`src/txtint_pkg.sv`:
```
// ----------------------------------------------------------------------------
// txtint_pkg
// Shared types and constants for the text to int64 parser.
// ----------------------------------------------------------------------------
package txtint_pkg;

  // Parse phase, one-hot
  typedef enum logic [3:0] {
    PhSkip   = 4'b0001,
    PhSign   = 4'b0010,
    PhDigits = 4'b0100,
    PhDrain  = 4'b1000
  } phase_e;

  typedef enum logic [1:0] {
    StOk       = 2'd0,
    StNoDigits = 2'd1,
    StPosOvf   = 2'd2,
    StNegOvf   = 2'd3
  } status_e;

  localparam int unsigned RadixWidth = 6;
  localparam int unsigned CharWidth  = 8;

  localparam logic [RadixWidth-1:0] RadixReset = 6'd10;
  localparam logic [RadixWidth-1:0] RadixMin   = 6'd2;
  localparam logic [RadixWidth-1:0] RadixMax   = 6'd36;  // ten digits plus 26 letters

  localparam logic [CharWidth-1:0] CharNul   = 8'h00;
  localparam logic [CharWidth-1:0] CharTab   = 8'h09;
  localparam logic [CharWidth-1:0] CharCr    = 8'h0D;
  localparam logic [CharWidth-1:0] CharSpace = 8'h20;
  localparam logic [CharWidth-1:0] CharPlus  = 8'h2B;
  localparam logic [CharWidth-1:0] CharMinus = 8'h2D;
  localparam logic [CharWidth-1:0] CharZero  = 8'h30;
  localparam logic [CharWidth-1:0] CharNine  = 8'h39;
  localparam logic [CharWidth-1:0] CharUpA   = 8'h41;
  localparam logic [CharWidth-1:0] CharUpZ   = 8'h5A;
  localparam logic [CharWidth-1:0] CharLowA  = 8'h61;
  localparam logic [CharWidth-1:0] CharLowZ  = 8'h7A;

  localparam logic signed [63:0] Int64Max = 64'sh7FFF_FFFF_FFFF_FFFF;
  localparam logic signed [63:0] Int64Min = 64'sh8000_0000_0000_0000;

  typedef struct packed {
    logic                  alnum;
    logic [RadixWidth-1:0] value;
  } digit_t;

  // Digit value of an alphanumeric character
  function automatic digit_t digit_of(logic [CharWidth-1:0] c);
    digit_t d;
    logic [CharWidth-1:0] diff;
    d.alnum = 1'b0;
    d.value = '0;
    diff    = '0;
    if (c >= CharZero && c <= CharNine) begin
      d.alnum = 1'b1;
      diff    = c - CharZero;
    end else if (c >= CharUpA && c <= CharUpZ) begin
      d.alnum = 1'b1;
      diff    = c - CharUpA + 8'd10;
    end else if (c >= CharLowA && c <= CharLowZ) begin
      d.alnum = 1'b1;
      diff    = c - CharLowA + 8'd10;
    end
    d.value = diff[RadixWidth-1:0];
    return d;
  endfunction

endpackage

```
`src/txtint_char_if.sv`:
```
// ----------------------------------------------------------------------------
// txtint_char_if
// Character channel: one character code per word, valid/ready handshake.
// ----------------------------------------------------------------------------
interface txtint_char_if;
  logic                                valid;
  logic                                ready;
  logic [txtint_pkg::CharWidth-1:0]    char_code;

  modport source (output valid, output char_code, input ready);
  modport sink   (input valid, input char_code, output ready);
endinterface

```
`src/txtint_res_if.sv`:
```
// ----------------------------------------------------------------------------
// txtint_res_if
// Result channel: parsed value, status and stop position per word.
// ----------------------------------------------------------------------------
interface txtint_res_if #(
  parameter int unsigned PosWidth = 16
);
  logic                     valid;
  logic                     ready;
  logic signed [63:0]       value;
  txtint_pkg::status_e      status;
  logic [PosWidth-1:0]      stop_position;

  modport source (output valid, output value, output status, output stop_position,
                  input ready);
  modport sink   (input valid, input value, input status, input stop_position,
                  output ready);
endinterface

```
`src/text_to_int64_parser_unit.sv`:
```
// ----------------------------------------------------------------------------
// text_to_int64_parser_unit
// Streaming signed integer parser for NUL-terminated strings in base 2..36.
// ----------------------------------------------------------------------------
// Usage:
//  - char_i carries one character code per word; a NUL ends the string.
//  - Leading whitespace is skipped, one '+' or '-' is taken, then digits of
//    the current radix are accumulated. The first character that is not
//    consumed produces one word on res_o: value, status, stop position.
//    Further characters up to the NUL are swallowed, then the parser rearms.
//  - Radix: the user writes radix_we_i / radix_i only whilst idle, which the
//    block does not enforce; below 2 acts as 2, above 36 as 36. Resets to 10.
//  - Throughput: one character per cycle while char_i.ready is high. The
//    per-character multiply-add (64 x 6 bit) and overflow compare feed the
//    next parse state; the result register is loaded from the parse state.
//  - Latency: the result word appears on res_o the cycle after the
//    terminating character is accepted.
//  - Stall: char_i.ready is high while the result register is empty or being
//    emptied, so characters keep flowing until an unread result blocks them.
//  - Reset clears parse state and the result valid; radix returns to 10.
// ----------------------------------------------------------------------------
module text_to_int64_parser_unit #(
  parameter int unsigned POS_WIDTH = 16
) (
  input  logic                                clk_i,
  input  logic                                rst_ni,
  input  logic                                radix_we_i,
  input  logic [txtint_pkg::RadixWidth-1:0]   radix_i,
  txtint_char_if.sink                         char_i,
  txtint_res_if.source                        res_o
);

  localparam int unsigned ProdWidth = 64 + txtint_pkg::RadixWidth;

  // Radix register
  logic [txtint_pkg::RadixWidth-1:0] radix_q;
  logic [txtint_pkg::RadixWidth-1:0] radix_eff;

  always_ff @(posedge clk_i or negedge rst_ni) begin
    if (!rst_ni) begin
      radix_q <= txtint_pkg::RadixReset;
    end else if (radix_we_i) begin
      radix_q <= radix_i;
    end
  end

  always_comb begin
    priority if (radix_q < txtint_pkg::RadixMin) begin
      radix_eff = txtint_pkg::RadixMin;
    end else if (radix_q > txtint_pkg::RadixMax) begin
      radix_eff = txtint_pkg::RadixMax;
    end else begin
      radix_eff = radix_q;
    end
  end

  // Parse state
  txtint_pkg::phase_e    phase_q, phase_d;
  logic                  neg_q, neg_d;
  logic [63:0]           acc_q, acc_d;       // magnitude, at most 2^63
  logic                  ovf_q, ovf_d;
  logic                  saw_q, saw_d;
  logic [POS_WIDTH-1:0]  pos_q, pos_d;

  // Result register
  logic                  out_valid_q, out_valid_d;
  logic signed [63:0]    out_value_q, out_value_d;
  txtint_pkg::status_e   out_status_q, out_status_d;
  logic [POS_WIDTH-1:0]  out_pos_q, out_pos_d;

  logic                  accept;
  logic                  emit;
  logic [7:0]            c;
  txtint_pkg::digit_t    dig;
  logic                  is_digit;
  logic                  is_space;
  logic                  is_sign;
  logic [POS_WIDTH-1:0]  pos_inc;
  logic [ProdWidth-1:0]  acc_next;
  logic [ProdWidth-1:0]  limit;
  logic                  add_ovf;

  assign char_i.ready = !out_valid_q || res_o.ready;
  assign accept       = char_i.valid && char_i.ready;

  assign c        = char_i.char_code;
  assign dig      = txtint_pkg::digit_of(c);
  assign is_digit = dig.alnum && (dig.value < radix_eff);
  assign is_space = (c == txtint_pkg::CharSpace) ||
                    (c >= txtint_pkg::CharTab && c <= txtint_pkg::CharCr);
  assign is_sign  = (c == txtint_pkg::CharPlus) || (c == txtint_pkg::CharMinus);

  // Position saturates at all ones
  assign pos_inc = (pos_q == {POS_WIDTH{1'b1}}) ? pos_q : pos_q + 1'b1;

  // Exact next magnitude; overflow when it passes the signed limit
  assign acc_next = ProdWidth'(acc_q) * ProdWidth'(radix_eff) + ProdWidth'(dig.value);
  assign limit    = neg_q ? ProdWidth'(64'h8000_0000_0000_0000)
                          : ProdWidth'(64'h7FFF_FFFF_FFFF_FFFF);
  assign add_ovf  = acc_next > limit;

  always_comb begin
    phase_d = phase_q;
    neg_d   = neg_q;
    acc_d   = acc_q;
    ovf_d   = ovf_q;
    saw_d   = saw_q;
    pos_d   = pos_q;
    emit    = 1'b0;
    unique case (phase_q)
      txtint_pkg::PhDrain: begin
        if (c == txtint_pkg::CharNul) begin
          phase_d = txtint_pkg::PhSkip;
          neg_d   = 1'b0;
          acc_d   = '0;
          ovf_d   = 1'b0;
          saw_d   = 1'b0;
          pos_d   = '0;
        end
      end
      txtint_pkg::PhSkip, txtint_pkg::PhSign, txtint_pkg::PhDigits: begin
        priority if (phase_q == txtint_pkg::PhSkip && is_space) begin
          pos_d = pos_inc;
        end else if (phase_q == txtint_pkg::PhSkip && is_sign) begin
          neg_d   = (c == txtint_pkg::CharMinus);
          phase_d = txtint_pkg::PhSign;
          pos_d   = pos_inc;
        end else if (is_digit) begin
          saw_d   = 1'b1;
          phase_d = txtint_pkg::PhDigits;
          pos_d   = pos_inc;
          if (!ovf_q) begin
            if (add_ovf) begin
              ovf_d = 1'b1;
            end else begin
              acc_d = acc_next[63:0];
            end
          end
        end else begin
          emit = 1'b1;
          if (c == txtint_pkg::CharNul) begin
            phase_d = txtint_pkg::PhSkip;
            neg_d   = 1'b0;
            acc_d   = '0;
            ovf_d   = 1'b0;
            saw_d   = 1'b0;
            pos_d   = '0;
          end else begin
            phase_d = txtint_pkg::PhDrain;
          end
        end
      end
      default: begin
        phase_d = txtint_pkg::PhSkip;
        neg_d   = 1'b0;
        acc_d   = '0;
        ovf_d   = 1'b0;
        saw_d   = 1'b0;
        pos_d   = '0;
      end
    endcase
  end

  // Result word formed from the state before the stopping character
  always_comb begin
    priority if (ovf_q) begin
      out_value_d  = neg_q ? txtint_pkg::Int64Min : txtint_pkg::Int64Max;
      out_status_d = neg_q ? txtint_pkg::StNegOvf : txtint_pkg::StPosOvf;
    end else if (!saw_q) begin
      out_value_d  = '0;
      out_status_d = txtint_pkg::StNoDigits;
    end else begin
      out_value_d  = neg_q ? -$signed(acc_q) : $signed(acc_q);
      out_status_d = txtint_pkg::StOk;
    end
    out_pos_d = pos_q;
  end

  always_comb begin
    out_valid_d = out_valid_q;
    if (accept && emit) begin
      out_valid_d = 1'b1;
    end else if (res_o.ready) begin
      out_valid_d = 1'b0;
    end
  end

  always_ff @(posedge clk_i or negedge rst_ni) begin
    if (!rst_ni) begin
      phase_q     <= txtint_pkg::PhSkip;
      neg_q       <= 1'b0;
      acc_q       <= '0;
      ovf_q       <= 1'b0;
      saw_q       <= 1'b0;
      pos_q       <= '0;
      out_valid_q <= 1'b0;
    end else begin
      out_valid_q <= out_valid_d;
      if (accept) begin
        phase_q <= phase_d;
        neg_q   <= neg_d;
        acc_q   <= acc_d;
        ovf_q   <= ovf_d;
        saw_q   <= saw_d;
        pos_q   <= pos_d;
      end
    end
  end

  always_ff @(posedge clk_i) begin
    if (accept && emit) begin
      out_value_q  <= out_value_d;
      out_status_q <= out_status_d;
      out_pos_q    <= out_pos_d;
    end
  end

  assign res_o.valid         = out_valid_q;
  assign res_o.value         = out_value_q;
  assign res_o.status        = out_status_q;
  assign res_o.stop_position = out_pos_q;

endmodule

```
`src/flat_wrapper.sv`:
```
// flat-port wrapper written by rule: the top's interface ports become plain ports
module text_to_int64_parser_unit_flat 
#(
  parameter int unsigned POS_WIDTH = 16
)
  (clk_i, rst_ni, radix_we_i, radix_i, char_i_valid, char_i_char_code, char_i_ready, res_o_valid, res_o_value, res_o_status, res_o_stop_position, res_o_ready);
  txtint_char_if char_i_i ();
  txtint_res_if #(.PosWidth((16))) res_o_i ();
  input  logic clk_i;
  input  logic rst_ni;
  input  logic radix_we_i;
  input  logic [txtint_pkg::RadixWidth-1:0] radix_i;
  input wire logic [$bits(char_i_i.valid)-1:0] char_i_valid;
  input wire logic [$bits(char_i_i.char_code)-1:0] char_i_char_code;
  output wire logic [$bits(char_i_i.ready)-1:0] char_i_ready;
  output wire logic [$bits(res_o_i.valid)-1:0] res_o_valid;
  output wire logic [$bits(res_o_i.value)-1:0] res_o_value;
  output wire logic [$bits(res_o_i.status)-1:0] res_o_status;
  output wire logic [$bits(res_o_i.stop_position)-1:0] res_o_stop_position;
  input wire logic [$bits(res_o_i.ready)-1:0] res_o_ready;
  assign char_i_i.valid = char_i_valid;
  assign char_i_i.char_code = char_i_char_code;
  assign char_i_ready = char_i_i.ready;
  assign res_o_valid = res_o_i.valid;
  assign res_o_value = res_o_i.value;
  assign res_o_status = res_o_i.status;
  assign res_o_stop_position = res_o_i.stop_position;
  assign res_o_i.ready = res_o_ready;
  text_to_int64_parser_unit #(.POS_WIDTH(POS_WIDTH)) u_core (.clk_i(clk_i), .rst_ni(rst_ni), .radix_we_i(radix_we_i), .radix_i(radix_i), .char_i(char_i_i), .res_o(res_o_i));
endmodule
```
`config.mk`:
```
export PLATFORM = sky130hd
export DESIGN_NAME = text_to_int64_parser_unit_flat
export DESIGN_NICKNAME = d
export VERILOG_FILES = /design/src/txtint_pkg.sv /design/src/txtint_char_if.sv /design/src/txtint_res_if.sv /design/src/text_to_int64_parser_unit.sv /design/src/flat_wrapper.sv
export SDC_FILE = /design/constraint.sdc
export NUM_CORES = 1
export LEC_CHECK = 0
export BUFFER_PORTS_ARGS = -buffer_cell sky130_fd_sc_hd__buf_2
export CAP_MARGIN = 20
export CORE_UTILIZATION = 25
export CTS_BUF_LIST = sky130_fd_sc_hd__clkbuf_4
export DETAILED_ROUTE_END_ITERATION = 10
export GPL_ROUTABILITY_DRIVEN = 0
export PLACE_DENSITY = 0.38
export SLEW_MARGIN = 20
export SYNTH_ARGS = -nofsm -noshare
export SYNTH_HDL_FRONTEND = slang
export SYNTH_SLANG_ARGS = --single-unit
```
`constraint.sdc`:
```
create_clock -name clk_i -period 16 [get_ports clk_i]
set_input_delay 2.4 -clock clk_i [delete_from_list [all_inputs] [get_ports clk_i]]
set_output_delay 2.4 -clock clk_i [all_outputs]
set_load 0.005 [all_outputs]
```
==> impl_metrics.tcl, run 1 <==
set metrics [dict create \
    status "complete, no violations" \
    cp.arrival_ns 13.13 \
    root_buffer "clkbuf_4" \
    core-area_sq_um 96600 \
    slew_headroom_pct 21.7 \
    postCtsResizedCells 0 \
    ios 103 \
    dp_slack_ns 3.21 \
    vias_per_cell 5.15 \
    die-area_sq_um 98500 \
    drt_pass1_iterations 5 \
    final_layout_size_suffix_gt1_share_pct 7.33 \
    synth-seq-area-share_pct 19.8 \
    die_w_um 314 \
    synth_edf_count 82 \
    antenna_found_initial 2 \
    critPathKind "flop to flop" \
    post_cts_buffers 0 \
    cp_slowest_cell "a2111oi_0" \
    power_density_nw_per_um2 90.4 \
    h-tree-depth 4 \
    ctsHoldBuffers 0 \
    hpwl_um 69800 \
    die_h_um 314 \
    grt_setup_unrepaired "no" \
    rows 114 \
    port_buffers 102 \
    place_area_sq_um 26000 \
    seq_power_share_pct 25.3 \
    combPwrFrac_pct 62.8 \
    worstReg2RegEnd "u_core.acc_q[31]$_DFFE_PN0P_" \
    drc 0 \
    synth.distinct_cells 84 \
    hold_violations 0 \
    cts_sinks 176 \
    area_growth_pct 7.95 \
    avgSynthCellArea_sq_um 8.29 \
    reg2reg_depth 33 \
    cts_made_buffers 17 \
    regToRegSetupSlack_ns 3.45 \
    whs_endpoint "u_core.res_o.stop_position[12]$_DFFE_PP_" \
    nNetsFinal 3402 \
    period_share_pct 78.5 \
    drt_wl_total_um 89700 \
    cp-startpoint "u_core.radix_q[4]$_DFFE_PN0P_" \
    synthArstFlopShare_pct 53.4 \
    clock_path_buffers 2 \
    p_sw_share_pct 55.2 \
    worstHoldPathType "flop to flop" \
    vias 21600 \
    synth_cells 2931 \
    period_minus_slack_ns 12.55 \
    grt_use_total_pct 18.5 \
    antenna_left 0 \
    hp-start "u_core.out_pos_d[12]$_DFFE_PN0P_" \
    whs_path_depth 0 \
    power_frac_clock_pct 11.9 \
    skew_ns 0.0518 \
    drt_iter0_markers 1550 \
    slew_violations 0 \
    ir_drop_mv 0.0635 \
    setup_viol 0 \
    worstMarginPinSlew_ns 1.16 \
    switchingPower_mw 1.31 \
    max-cap-violations 0 \
    ys_seq_elements 176 \
    cpPeakStageDelay_ns 0.80 \
    dp_cells 4163 \
    syn_nets 3427 \
    yosysWarningCount 0 \
    p_total_mw 2.37 \
    grt_max_degree 68 \
    fmax_mhz 79.7 \
    grt_overflow 0 \
    endpoint_kind "flop" \
    crit_required_ns 16.58 \
    p_leak_nw 12.4 \
    setup_tns_ns 0 \
    start_util_pct 25.2 \
    syn-cell-area_sq_um 24300 \
    final_area_sq_um 26200 \
    r2r-start "u_core.radix_q[4]$_DFFE_PN0P_" \
    internal_power_mw 1.06 \
    wire_per_inst_um 21.4 \
    clkTransAtPathRegs_ns 0.18 \
    clkLatencyLatePin_ns 0.75 \
    layout_setup_ws_ns 3.45 \
    fin_util_pct 27.2 \
    grt_pass1_vias 22500 \
    grt_pass1_wl_um 141000 \
    cp-start-kind "flop" \
    cts_tree "done" \
    hold_slack_ns 0.541 \
    ys.flop_type "dfrtp_1" \
    fin_cells 4198 \
    crit_fanout 63 \
]
==> synthesized netlist by cell type (18+ instances only) <==
| library cell | n | area share (%) |
|---|---|---|
| o211ai_1 | 60 | 1.9 |
| or3_1 | 23 | 0.59 |
| nor2_1 | 324 | 5.0 |
| nand2b_1 | 18 | 0.46 |
| nand4_1 | 50 | 1.3 |
| a22oi_1 | 24 | 0.74 |
| and3_1 | 27 | 0.69 |
| a21oi_1 | 155 | 3.2 |
| edfxtp_1 | 82 | 10 |
| xnor2_1 | 40 | 1.4 |
| inv_1 | 279 | 4.3 |
| a211oi_1 | 22 | 0.68 |
| and2_1 | 47 | 1.2 |
| nand3_1 | 92 | 1.9 |
| nand2_1 | 371 | 5.7 |
| dfrtp_1 | 91 | 9.4 |
| fa_1 | 252 | 21 |
| ha_1 | 225 | 12 |
| clkbuf_1 | 145 | 2.2 |
| o21ai_0 | 197 | 4.1 |
| o31ai_1 | 22 | 0.68 |
| a21o_1 | 33 | 1.0 |
| nor3_1 | 55 | 1.1 |
| xor2_1 | 28 | 1.0 |
==> worst max-delay path, delay by kind of cell (launching register included) <==
kind / cells / cell delay (ns)
buffers and inverters: 7 / 2.59
AND/OR/NAND/NOR: 7 / 2.19
XOR/XNOR: 1 / 0.32
flip-flops: 1 / 0.46
adder cells (fa/ha/maj): 6 / 2.59
AO/OA/AOI/OAI: 12 / 4.16
==> layout make-up <==
type	count	area, sq um
Clock inverter	15	148
Clock buffer	17	128
Multi-Input combinational cell	2295	17700
Sequential cell	176	4820
Fill cell	10400	70300
Tap cell	1276	1600
Timing Repair Buffer	129	716
Antenna cell	3	7.51
Inverter	287	1080
==> worst max path at each step <==
stage	end	slack [ns]	cells after the start
3_5_place_dp	u_core.acc_q[31]$_DFFE_PN0P_	3.21	35
4_1_cts	u_core.acc_q[31]$_DFFE_PN0P_	3.42	35
3_3_place_gp	u_core.acc_q[37]$_DFFE_PN0P_	3.22	35
5_1_grt	u_core.acc_q[31]$_DFFE_PN0P_	2.57	35
6_report	u_core.acc_q[31]$_DFFE_PN0P_	3.45	33
2_1_floorplan	u_core.acc_q[30]$_DFFE_PN0P_	6.39	34
==> flip-flops by register name (all words and copies together) (netlist names) <==
name                        count
u_core.acc_q                   64
u_core.neg_q                    1
u_core.out_pos_d               16
u_core.ovf_q                    1
u_core.phase_q                  4
u_core.radix_q                  6
u_core.res_o.status             2
u_core.res_o.stop_position     16
u_core.res_o.valid              1
u_core.res_o.value             64
u_core.saw_q                    1
==> placed cells by master (no fill, tap or decap), drive strengths merged, types with 18 or more instances in the layout <==
master  instances
o21ai         205
xor2           28
a22oi          24
buf           129
nor2          324
nand4          50
a21oi         155
and2           47
a21o           33
xnor2          40
o31ai          22
dfrtp          91
a211oi         22
inv           288
ha            225
and3           27
nand2b         18
nand2         371
edfxtp         82
nand3          92
fa            252
or3            23
o211ai         60
nor3           55
==> logic make-up (layout without fill, tap and decap cells) <==
kind of cell / after synthesis / count (layout) / share of synthesized area [%]
and+or+nand+nor: 1083 / 1083 / 20.5
AOI/OAI and AO/OA: 658 / 658 / 17.2
adders and majority gates: 477 / 477 / 32.3
buffers and inverters: 460 / 448 / 7.30
DFF: 176 / 176 / 19.8
xor gates and xnor gates: 68 / 68 / 2.45
muxes: 9 / 9 / 0.401
other: 0 / 3 / 0
==> power by group through the flow <==
stage | registers, mW | logic, mW | clock network [mW]
after floorplan | 0.590 | 0.984 | 0
after global placement | 0.607 | 1.49 | 0
after detailed placement | 0.610 | 1.49 | 0
after CTS | 0.601 | 1.50 | 0.295
after global routing | 0.610 | 1.66 | 0.306
final | 0.601 | 1.49 | 0.282
==> layer usage <==
layer | global-route usage, % | share of wire [%]
met5 | 0 | 0
met4 | 4.25 | 1.8
met3 | 1.68 | 4.1
met2 | 30.3 | 46
met1 | 26.2 | 48
No activity file was read; power rests on OpenSTA's default activity.
==> inputs of run 2 (changes only) <==
==> constraint.sdc (replaced) <==
create_clock -name clk_i -period 13.1 [get_ports clk_i]
set_input_delay 1.965 -clock clk_i [delete_from_list [all_inputs] [get_ports clk_i]]
set_output_delay 1.965 -clock clk_i [all_outputs]
set_load 0.005 [all_outputs]
==> run 2 against run 1 <==
  * Register-to-register slack worse by 2.0 ns
  * Count of clock-buffer cells in the layout unchanged
  * Global-route usage down 0.36 points
  * Critical path type unchanged
  * Largest power group unchanged
==> impl_metrics.tcl, run 2 (same netlist as run 1, synthesis figures left out) <==
set metrics [dict create \
    clock_path_buffers 2 \
    critical_path_buf_inv_count 5 \
    cts_tree "done" \
    h-tree-depth 4 \
    skew_ns 0.0424 \
    worstMarginPinSlew_ns 1.06 \
    setup_viol 0 \
    ctsHoldBuffers 0 \
    fin_util_pct 27.3 \
    nNetsFinal 3403 \
    cp-start-kind "flop" \
    layout_common_cells "369 x nand2_1, 323 x nor2_1, 278 x inv_1" \
    drc 0 \
    fin_cells 4198 \
    clkLatencyLatePin_ns 0.70 \
    cp-startpoint "u_core.radix_q[4]$_DFFE_PN0P_" \
    period_share_pct 89.0 \
    crit_family "compound AO/OA/AOI/OAI gates" \
    hpwl_um 69200 \
    cts_made_buffers 17 \
    drt_iter0_markers 1615 \
    crit_required_ns 13.69 \
    dp_cells 4164 \
    worstReg2RegEnd "u_core.acc_q[51]$_DFFE_PN0P_" \
    grt_overflow 0 \
    post_cts_buffers 0 \
    seq_area_sq_um 4820 \
    slew_headroom_pct 28.6 \
    final_area_sq_um 26300 \
    layout_setup_ws_ns 1.44 \
    port_buffers 102 \
    cpPeakStageDelay_ns 0.75 \
    ios 103 \
    clkTransAtPathRegs_ns 0.19 \
    drt_wl_total_um 89200 \
    antenna_left 0 \
    postCtsResizedCells 0 \
    final_common_cell "nand2_1" \
    hold_violations 0 \
    start_util_pct 25.2 \
    place_area_sq_um 26000 \
    multi_input_area_sq_um 17700 \
    rows 114 \
    grt_pass1_vias 22000 \
    endpoint_kind "flop" \
    r2r-start "u_core.radix_q[4]$_DFFE_PN0P_" \
    die-area_sq_um 98500 \
    die_w_um 314 \
    worst-path-stages 33 \
    reg2reg_depth 33 \
    worstHoldPathType "flop to flop" \
    max-cap-violations 0 \
    power_density_nw_per_um2 112 \
    ir_drop_mv 0.0829 \
    cts_sinks 176 \
    wire_per_inst_um 21.2 \
    vias 21700 \
    root_buffer "clkbuf_4" \
    final_layout_size_suffix_gt1_share_pct 7.40 \
    critPathKind "flop to flop" \
    vias_per_cell 5.16 \
    hold_slack_ns 0.539 \
    grt_pass1_wl_um 138000 \
    grt_max_degree 83 \
    grt_use_total_pct 18.1 \
    cp.arrival_ns 12.24 \
    antenna_found_initial 1 \
    dp_slack_ns 1.52 \
    crit_end "u_core.acc_q[51]$_DFFE_PN0P_" \
    slew_violations 0 \
    drt_pass1_iterations 6 \
    period_minus_slack_ns 11.66 \
    grt_setup_unrepaired "no" \
    fmax_mhz 85.8 \
    p_leak_nw 12.4 \
    fillers 10400 \
    area_growth_pct 8.37 \
    setup_tns_ns 0 \
    status "complete, no violations" \
    regToRegSetupSlack_ns 1.44 \
    core-area_sq_um 96600 \
    crit_fanout 51 \
    p_total_mw 2.95 \
    cp_slowest_cell "clkinv_1" \
    die_h_um 314 \
]
==> run 2: layer usage <==
layer	wire (um)	global-route usage [%]	share of wire, %
met1	43500	26.3	49
met2	41400	29.7	46
met3	3250	1.17	3.6
met4	1040	3.31	1.2
met5	0	0	0
==> run 2: power by group <==
group,internal (mW),switching (mW)
sequential,0.665,0.0691
combinational,0.550,1.28
clock,0.112,0.269
==> run 2: how the worst min path moves through the flow <==
stage / start / endpoint / slack [ns] / depth (start not counted)
2_1_floorplan: u_core.ovf_q$_DFFE_PN0P_ / u_core.res_o.status[1]$_DFFE_PP_ / 0.45 / 0
3_3_place_gp: u_core.out_pos_d[1]$_DFFE_PN0P_ / u_core.res_o.stop_position[1]$_DFFE_PP_ / 0.50 / 0
3_5_place_dp: u_core.out_pos_d[1]$_DFFE_PN0P_ / u_core.res_o.stop_position[1]$_DFFE_PP_ / 0.50 / 0
4_1_cts: u_core.out_pos_d[1]$_DFFE_PN0P_ / u_core.res_o.stop_position[1]$_DFFE_PP_ / 0.54 / 0
5_1_grt: u_core.out_pos_d[1]$_DFFE_PN0P_ / u_core.res_o.stop_position[1]$_DFFE_PP_ / 0.56 / 0
6_report: u_core.out_pos_d[1]$_DFFE_PN0P_ / u_core.res_o.stop_position[1]$_DFFE_PP_ / 0.54 / 0
==> run 2: area by class of cell <==
class,count,share of cell area (%)
multi-input cells,2295,67.4
diodes,2,0.0190
inverters,287,4.09
clock inverters,15,0.826
flip-flops and latches,176,18.3
clock buffers,17,0.484
repair buffers,130,2.85
well taps,1276,6.06
==> inputs of run 3 (changes only) <==
--- a/config.mk
+++ b/config.mk
@@ -7,10 +7,12 @@
 export LEC_CHECK = 0
 export BUFFER_PORTS_ARGS = -buffer_cell sky130_fd_sc_hd__buf_2
 export CAP_MARGIN = 20
+export CORE_MARGIN = 2
 export CORE_UTILIZATION = 25
 export CTS_BUF_LIST = sky130_fd_sc_hd__clkbuf_4
 export DETAILED_ROUTE_END_ITERATION = 10
 export GPL_ROUTABILITY_DRIVEN = 0
+export MAX_ROUTING_LAYER = met4
 export PLACE_DENSITY = 0.38
 export SLEW_MARGIN = 20
 export SYNTH_ARGS = -nofsm -noshare
==> run 3 against run 2 <==
  * Via count is 0.49% higher
  * Sequential cell count did not move
  * Cell count is the same
  * Worst setup slack improved by 0.42 ns
  * Clock power is 1% lower
  * Count of clock-buffer cells in the layout is the same
  * Maximum frequency is 3.7% higher
  * Total power up 0.16%
  * Core utilization shrank 0.061 points
  * Combinational power about the same
  * Clock skew up 0.0080 ns
  * Sequential share of layout area hardly changed
==> impl_metrics.tcl, run 3 (same netlist as run 1, synthesis figures left out) <==
set metrics [dict create \
    status "complete, no violations" \
    crit_required_ns 13.69 \
    core-area_sq_um 96600 \
    slew_headroom_pct 25.4 \
    cts_sinks 176 \
    skew_ns 0.0504 \
    hold_violations 0 \
    met2_length_um 41600 \
    ios 103 \
    fin_cells 4198 \
    postCtsResizedCells 0 \
    final_common_cell "nand2_1" \
    worstMarginPinSlew_ns 1.12 \
    p_sw_share_pct 55.3 \
    cp_slowest_cell "a21oi_4" \
    layout_setup_ws_ns 1.86 \
    grt_setup_unrepaired "no" \
    cts_tree "done" \
    setup_tns_ns 0 \
    worstHoldPathType "flop to flop" \
    clock_path_buffers 2 \
    grt_pass1_wl_um 141000 \
    nNetsFinal 3402 \
    top_layer_used "met4" \
    clkLatencyLatePin_ns 0.75 \
    final_area_sq_um 26300 \
    fin_util_pct 27.2 \
    final_layout_size_suffix_gt1_share_pct 7.37 \
    clkTransAtPathRegs_ns 0.18 \
    cpPeakStageDelay_ns 0.67 \
    die_w_um 316 \
    die_h_um 316 \
    grt_use_total_pct 18.9 \
    drt_pass1_iterations 5 \
    power_frac_clock_pct 12.8 \
    setup_viol 0 \
    root_buffer "clkbuf_4" \
    port_buffers 102 \
    hold_slack_ns 0.559 \
    wl_met1_um 43400 \
    cp.arrival_ns 11.82 \
    rows 114 \
    grt_pass1_vias 22300 \
    fillers 10300 \
    post_cts_buffers 0 \
    start_util_pct 25.2 \
    fmax_mhz 89.0 \
    drt_wl_total_um 90600 \
    period_share_pct 85.8 \
    wl_met3_um 4360 \
    p_leak_nw 12.4 \
    cts_made_buffers 17 \
    grt_overflow 0 \
    h-tree-depth 4 \
    antenna_left 0 \
    slew_violations 0 \
    ctsHoldBuffers 0 \
    vias 21800 \
    dp_slack_ns 1.70 \
    critPathKind "flop to flop" \
    wire_per_inst_um 21.6 \
    vias_per_cell 5.18 \
    switchingPower_mw 1.63 \
    drt_iter0_markers 1683 \
    die-area_sq_um 99700 \
    ir_drop_mv 0.106 \
    p_total_mw 2.95 \
    combPwrFrac_pct 62.3 \
    max-cap-violations 0 \
    crit_path_frequent_cell "a21oi_1" \
    crit_family "compound AO/OA/AOI/OAI gates" \
    cp-start-kind "flop" \
    period_minus_slack_ns 11.24 \
    dp_cells 4163 \
    endpoint_kind "flop" \
    hpwl_um 69800 \
    antenna_found_initial 2 \
    area_growth_pct 8.13 \
    drc 0 \
    internal_power_mw 1.32 \
    critical_path_buf_inv_count 4 \
    grt_max_degree 69 \
    place_area_sq_um 26000 \
    crit_fanout 47 \
    layout_common_cells "369 x nand2_1, 323 x nor2_1, 278 x inv_1" \
    power_density_nw_per_um2 112 \
    seq_power_share_pct 24.9 \
]
-- run 3: final cells by class --
type | count | area (sq um) | area share [%]
multi-input cells | 2295 | 17700 | 67.5
flip-flops and latches | 176 | 4820 | 18.4
well taps | 1276 | 1600 | 6.07
inverters | 287 | 1080 | 4.10
repair buffers | 129 | 716 | 2.72
clock inverters | 15 | 193 | 0.733
clock buffers | 17 | 128 | 0.486
diodes | 3 | 7.51 | 0.0286
-- run 3: path summary, 6_finish.rpt --
path                                                start                        endpoint  slack [ns]  depth (start not counted)
setup / recovery            u_core.radix_q[5]$_DFFE_PN0P_    u_core.acc_q[31]$_DFFE_PN0P_        1.86                         33
hold / removal             u_core.res_o.valid$_DFFE_PN0P_  u_core.res_o.valid$_DFFE_PN0P_        0.56                          2
setup reg to reg            u_core.radix_q[5]$_DFFE_PN0P_    u_core.acc_q[31]$_DFFE_PN0P_        1.86                         33
hold reg to reg            u_core.res_o.valid$_DFFE_PN0P_  u_core.res_o.valid$_DFFE_PN0P_        0.56                          2
max in group asynchronous                          rst_ni        u_core.neg_q$_DFFE_PN0P_       10.46                          2
min in group asynchronous                          rst_ni    u_core.acc_q[28]$_DFFE_PN0P_        1.19                          1
-- run 3: power groups by stage --
stage          Sequential (mW)  Clock (mW)  Combinational [mW]
2_1_floorplan            0.721           0                1.20
3_3_place_gp             0.746           0                1.85
3_5_place_dp             0.748           0                1.84
4_1_cts                  0.736       0.394                1.86
5_1_grt                  0.747       0.408                2.06
6_report                 0.736       0.377                1.84
-- run 3: worst reg2reg max path, delay by kind of cell (launching register included) --
family | cells | cell delay, ns
AOI/OAI and AO/OA | 17 | 5.32
adders and majority gates | 6 | 2.48
buffers and inverters | 4 | 1.53
and+or+nand+nor | 5 | 1.02
DFF | 1 | 0.42
xor gates and xnor gates | 1 | 0.33
-- run 3: layer usage --
| layer | global-route usage [%] | up-vias |
|---|---|---|
| met5 | - | - |
| met4 | 3.63 | 0 |
| met3 | 2.61 | 70 |
| met2 | 29.6 | 611 |
| met1 | 26.2 | 11000 |
| li1 | - | 10000 |
